### config.mk
export PLATFORM = sky130hd
export DESIGN_NAME = lob_cell
export DESIGN_NICKNAME = d
export VERILOG_FILES = /design/src/sv/assert_macros.svh /design/src/sv/lob_pkg.sv /design/src/sv/lob_cell.sv
export SDC_FILE = /design/constraint.sdc
export NUM_CORES = 1
export LEC_CHECK = 0
export BUFFER_PORTS_ARGS = -buffer_cell sky130_fd_sc_hd__buf_2
export CORE_AREA = 2 2 257 259
export DETAILED_ROUTE_END_ITERATION = 6
export DIE_AREA = 0 0 259 261
export SYNTH_ARGS = -nofsm -noshare
export SYNTH_HDL_FRONTEND = slang
export SYNTH_SLANG_ARGS = --single-unit
### constraint.sdc
create_clock -name clk_i -period 4.3 [get_ports clk_i]
set_input_delay 0.43 -clock clk_i [delete_from_list [all_inputs] [get_ports clk_i]]
set_output_delay 0.43 -clock clk_i [all_outputs]
set_load 0.02 [all_outputs]
### src/sv/assert_macros.svh
// Assertion macros shared by the order book RTL.
// Define ASSERT_OFF to compile the checks out.
`ifndef ASSERT_MACROS_SVH
`define ASSERT_MACROS_SVH
`ifndef ASSERT_OFF
`define ASSERT_CHK(name, clk, rst_n, prop) \
  name: assert property (@(posedge clk) disable iff (!rst_n) prop) \
    else $error("check failed");
`define ASSERT_NEVER(name, clk, rst_n, cond) \
  name: assert property (@(posedge clk) disable iff (!rst_n) !(cond)) \
    else $error("forbidden condition seen");
`else
`define ASSERT_CHK(name, clk, rst_n, prop)
`define ASSERT_NEVER(name, clk, rst_n, cond)
`endif
`endif

### src/sv/lob_pkg.sv
// Shared types and codes for the limit order book.
// No dependencies; used by lob_cell and limit_order_matcher.
`timescale 1ns / 1ps
package lob_pkg;
  localparam int unsigned MAX_ORDERS_DEF = 32;
  localparam int unsigned IDX_W = 6;
  localparam int unsigned CNT_W = 6;

  localparam logic OP_NEW    = 1'b0;
  localparam logic OP_CANCEL = 1'b1;
  localparam logic SIDE_BUY  = 1'b0;
  localparam logic SIDE_SELL = 1'b1;
  localparam logic KIND_TRADE = 1'b0;
  localparam logic KIND_DONE  = 1'b1;

  typedef enum logic [2:0] {
    ST_OK, ST_BAD_FIELDS, ST_DUP_ID, ST_BOOK_FULL, ST_UNKNOWN_ID, ST_WRONG_OWNER
  } status_e;

  typedef enum logic [1:0] {S_IDLE, S_CHECK, S_SEARCH, S_REST} lob_state_e;

  typedef enum logic [1:0] {CELL_NOP, CELL_FILL, CELL_CLEAR, CELL_INSERT} cell_op_e;

  // best-so-far word passed down the cell chain
  typedef struct packed {
    logic               found;
    logic signed [31:0] price;
    logic [63:0]        arrival;
    logic [IDX_W-1:0]   idx;
    logic [31:0]        id;
    logic [31:0]        owner;
    logic [31:0]        qty;
  } token_t;

  typedef struct packed {
    cell_op_e           op;
    logic [IDX_W-1:0]   idx;
    logic               want_side;
    logic [31:0]        look_id;
    logic [31:0]        qty;
    logic [31:0]        id;
    logic [31:0]        owner;
    logic               side;
    logic signed [31:0] price;
    logic [63:0]        arrival;
  } cmd_t;
endpackage

### src/sv/lob_cell.sv
// One order slot of the book plus one stage of the best-order search chain.
// Depends on lob_pkg.
`timescale 1ns / 1ps
module lob_cell import lob_pkg::*; #(
  parameter int unsigned SLOT = 0
) (
  input  logic        clk_i,
  input  logic        rst_ni,
  input  cmd_t        cmd_i,
  input  token_t      tok_i,
  output token_t      tok_o,
  output logic        hit_o,
  output logic [31:0] owner_o,
  output logic        valid_o
);
  logic               valid_q, valid_d;
  logic [31:0]        id_q, owner_q, qty_q, qty_d;
  logic               side_q;
  logic signed [31:0] price_q;
  logic [63:0]        arrival_q;
  token_t             tok_q, tok_d;
  logic               sel, mine, better;

  assign sel = cmd_i.idx == IDX_W'(SLOT);
  assign mine = valid_q && (side_q == cmd_i.want_side);
  assign hit_o = valid_q && (id_q == cmd_i.look_id);
  assign owner_o = hit_o ? owner_q : '0;
  assign valid_o = valid_q;
  assign tok_o = tok_q;

  always_comb begin
    if (!tok_i.found) begin
      better = 1'b1;
    end else if (price_q != tok_i.price) begin
      better = (cmd_i.want_side == SIDE_SELL) ? (price_q < tok_i.price)
                                              : (price_q > tok_i.price);
    end else begin
      better = arrival_q < tok_i.arrival;
    end
    tok_d = tok_i;
    if (mine && better) begin
      tok_d.found   = 1'b1;
      tok_d.price   = price_q;
      tok_d.arrival = arrival_q;
      tok_d.idx     = IDX_W'(SLOT);
      tok_d.id      = id_q;
      tok_d.owner   = owner_q;
      tok_d.qty     = qty_q;
    end
  end

  always_comb begin
    valid_d = valid_q;
    qty_d = qty_q;
    if (sel) begin
      case (cmd_i.op)
        CELL_FILL: begin
          qty_d = qty_q - cmd_i.qty;
          if (qty_d == '0) valid_d = 1'b0;
        end
        CELL_CLEAR:  valid_d = 1'b0;
        CELL_INSERT: begin
          valid_d = 1'b1;
          qty_d = cmd_i.qty;
        end
        default: ;
      endcase
    end
  end

  always_ff @(posedge clk_i or negedge rst_ni) begin
    if (!rst_ni) begin
      valid_q <= 1'b0;
      tok_q <= '0;
    end else begin
      valid_q <= valid_d;
      tok_q <= tok_d;
    end
  end

  always_ff @(posedge clk_i) begin
    qty_q <= qty_d;
    if (sel && cmd_i.op == CELL_INSERT) begin
      id_q      <= cmd_i.id;
      owner_q   <= cmd_i.owner;
      side_q    <= cmd_i.side;
      price_q   <= cmd_i.price;
      arrival_q <= cmd_i.arrival;
    end
  end
endmodule

==> flow_summary.toml <==
[global_routing]
use_met1 = 0.2215
grt_max_degree = 132
antenna_found_initial = 21
grt_pass1_vias = 15353
grt-ovfl-total = 0
grt-busiest-layer = "met2"
grtUsageMet3 = 0.04162
use_met2 = 0.3093
grtUsageTotal = 0.1799
grt_pass1_wl_mm = 92.54

[synth]
synth.top_cell.area_share = 0.3064
synthFlopType = "dfrtp_1"
syn_nets = 1975
yosys-top-cells-area = "edfxtp_1 31%, dfrtp_1 26%, ha_1 8.3%"
yosysWarningCount = 0
seq_area_frac_synth = 0.5709
synth_edf_count = 193
synth_top_area_cell = "edfxtp_1"
yosysUniqueCellTypes = 66
synthArstFlopShare = 0.5089
syn-cell-area_sq_um = 18920
syn_area_per_cell_sq_um = 13.39
synthCells = 1413
synth-seq-cells = 393

[sta]
fin_crit_ns = 3.991
skew_ns = 0.02444
timing.final.hold_violations = 0
rsz0062_at_grt = "no"
setup_viol = 0
timing.slew.headroom = 0.1791
fmax_ghz = 0.2505
maxSlewViolCount = 0
worst_pin_slew_ns = 1.231
fin_tns_setup_ns = 0
fin_crit_sh = 0.9282

[finish]
final_common_cell = "buf_2"
syn2layout_area_growth_pct = 39.44
design_area_sq_um = 26380
final_cell_mix = "666 x buf_2, 200 x dfrtp_1, 193 x edfxtp_1, 142 x dlygate4sd3_1, 130 x inv_1"
drive_gt1_frac = 0.4193
layout.nets = 2811

[detailed_routing]
viasPerCell = 4.558
drt_iter0_drc = 909
drc = 0
dr.pass1.iters = 5
wl_per_cell_um = 20.14
wl_mm = 63.74
num_vias = 14427
drtAntennaViolNets = 0

[clocking]
cts_resized = 0
clock_latency_ns = 0.58
cts_sinks = 393
cts-root-buf = "clkbuf_16"
cts_setup_buffers = 0
cts_tree = "yes"
clk_pin_slew_worst_paths_ns = 0.06
cts_buffer_depth = 3
numCtsBuffers = 47
htree_num_levels = 2

[pwr]
irDropWorstVdd_mv = 0.2689
p_leak_uw = 0.01246
power_density_nw_per_um2 = 363.6

[hold_path]
hold_path.class = "input port to flip-flop"

[setup_path]
cp.required_ns = 4.75
arrival_ns = 4.44
path_class = "flip-flop to flip-flop"
cp-end-kind = "flip-flop"
cp_max_fo = 29
rrSetupSlack_ns = 0.31
worst_setup_path_start_kind = "flip-flop"

[floorplan]
std_cell_rows = 94
fp.dieH_um = 261
core-area_sq_um = 65040
initial_core_util = 0.2909
dieArea_sq_um = 67600
io_pins = 668
die_w_um = 259

[place]
placed_area_sq_um = 23380
hpwl_mm = 49.34
place_congestion = 0.9003
portBuffers = 667

[job]
drv_cap = 0

[status]
status = "complete, no violations"
kinds of logic (layout without fill, tap and decap cells):
kind of cell | count (synthesis) | after routing | share of synthesized area
xor+xnor | 61 | 61 | 0.02824
mux | 195 | 195 | 0.1340
simple gates | 249 | 249 | 0.07104
other cells | 0 | 14 | 0
fa+ha+maj | 127 | 127 | 0.08440
flops | 393 | 393 | 0.5709
buf+inv | 174 | 1048 | 0.04035
compound gates | 214 | 214 | 0.07104
synth_stat cells (all sizes together) (2+ instances only):
cell type / number
edfxtp: 193
o221ai: 3
a211oi: 5
o21bai: 2
xnor2: 41
buf: 23
o41ai: 2
inv: 130
clkbuf: 21
a21o: 37
o31ai: 3
o21a: 8
dfrtp: 200
mux2: 193
o22ai: 4
a2111oi: 3
nor2b: 11
a21oi: 72
nor3: 9
xor2: 20
nand4: 35
nand2b: 10
o211ai: 3
and3: 8
nor4b: 2
a31oi: 8
and4: 2
o2111ai: 2
mux2i: 2
nand2: 60
nand3: 13
or3: 2
or4: 2
and2: 46
ha: 126
o21ai: 50
nor2: 39
nor4: 7
area by class of cell:
type	instances	area (sq um)
repair buffers	831	5060
clock inverters	17	186.4
inverters	130	488.0
diodes	14	35.03
flip-flops and latches	393	10800
well taps	864	1081
clock buffers	70	1354
multi-input cells	846	7373
fillers	6133	38660
worst max-delay path, stage by stage (launching register included):
cell	delay, ns
edfxtp_1	0.42
ha_1	0.33
a21oi_1	0.15
o21ai_0	0.17
nand2b_1	0.11
a31oi_1	0.11
o41ai_1	0.54
a32oi_1	0.32
nand4_1	0.17
o21ai_0	0.20
nor3_2	0.40
buf_12	0.26
buf_12	0.24
mux2_2	0.36
through the flow:
stage / total power, uW / util / setup WS (ns) / std cells / hold WS (ns)
5_1_grt: 9983 / 0.4054 / 0.09364 / 3161 / 0.005012
4_1_cts: 9725 / 0.4050 / 0.1936 / 3151 / 0.001252
2_1_floorplan: 4956 / - / 0.4424 / 1413 / 0.1344
3_5_place_dp: 5547 / 0.3595 / 0.06751 / 2922 / 0.4832
3_3_place_gp: 5527 / 0.3595 / 0.04471 / 2922 / 0.4713
6_report: 9592 / 0.4056 / 0.3087 / 3165 / 0.04785
state kept, by name, summed over array words and instances, names as in the netlist:
name,flops
qty_q,32
tok_o,199
valid_o,1
owner_q,32
id_q,32
side_q,1
price_q,32
arrival_q,64
power breakdown:
| part | leakage (uW) | switching (uW) | internal [uW] |
|---|---|---|---|
| Sequential | 0.00407 | 50.6 | 4100 |
| Combinational | 0.00764 | 746 | 689 |
| Clock | 0.000756 | 1640 | 2370 |
| Total | 0.0125 | 2440 | 7150 |
repair_timing:
| action | in CTS | in global routing |
|---|---|---|
| hold endpoints to repair | 232 | 0 |
| hold buffers | 142 | 0 |
| setup endpoints to repair | 0 | 0 |
routing by layer:
metal	routed length, um	up-vias	part of all wire
met3	4148	132	0.065
met1	26120	7015	0.41
li1	-	6755	-
met4	1828	6	0.029
met2	31610	519	0.50
met5	41	-	0.00064
path summary, 6_finish.rpt:
kind                                  start       endpoint  depth (start not counted)
worst max-delay path             price_q[7]      tok_o[46]                         13
worst min-delay path              cmd_i[44]  arrival_q[44]                          1
worst max register to register   price_q[7]      tok_o[46]                         13
worst min register to register  owner_q[15]      tok_o[47]                          1
max in group asynchronous            rst_ni      tok_o[59]                          3
min in group asynchronous            rst_ni      tok_o[99]                          2
Note: power is estimated with default switching activity, not from simulation.
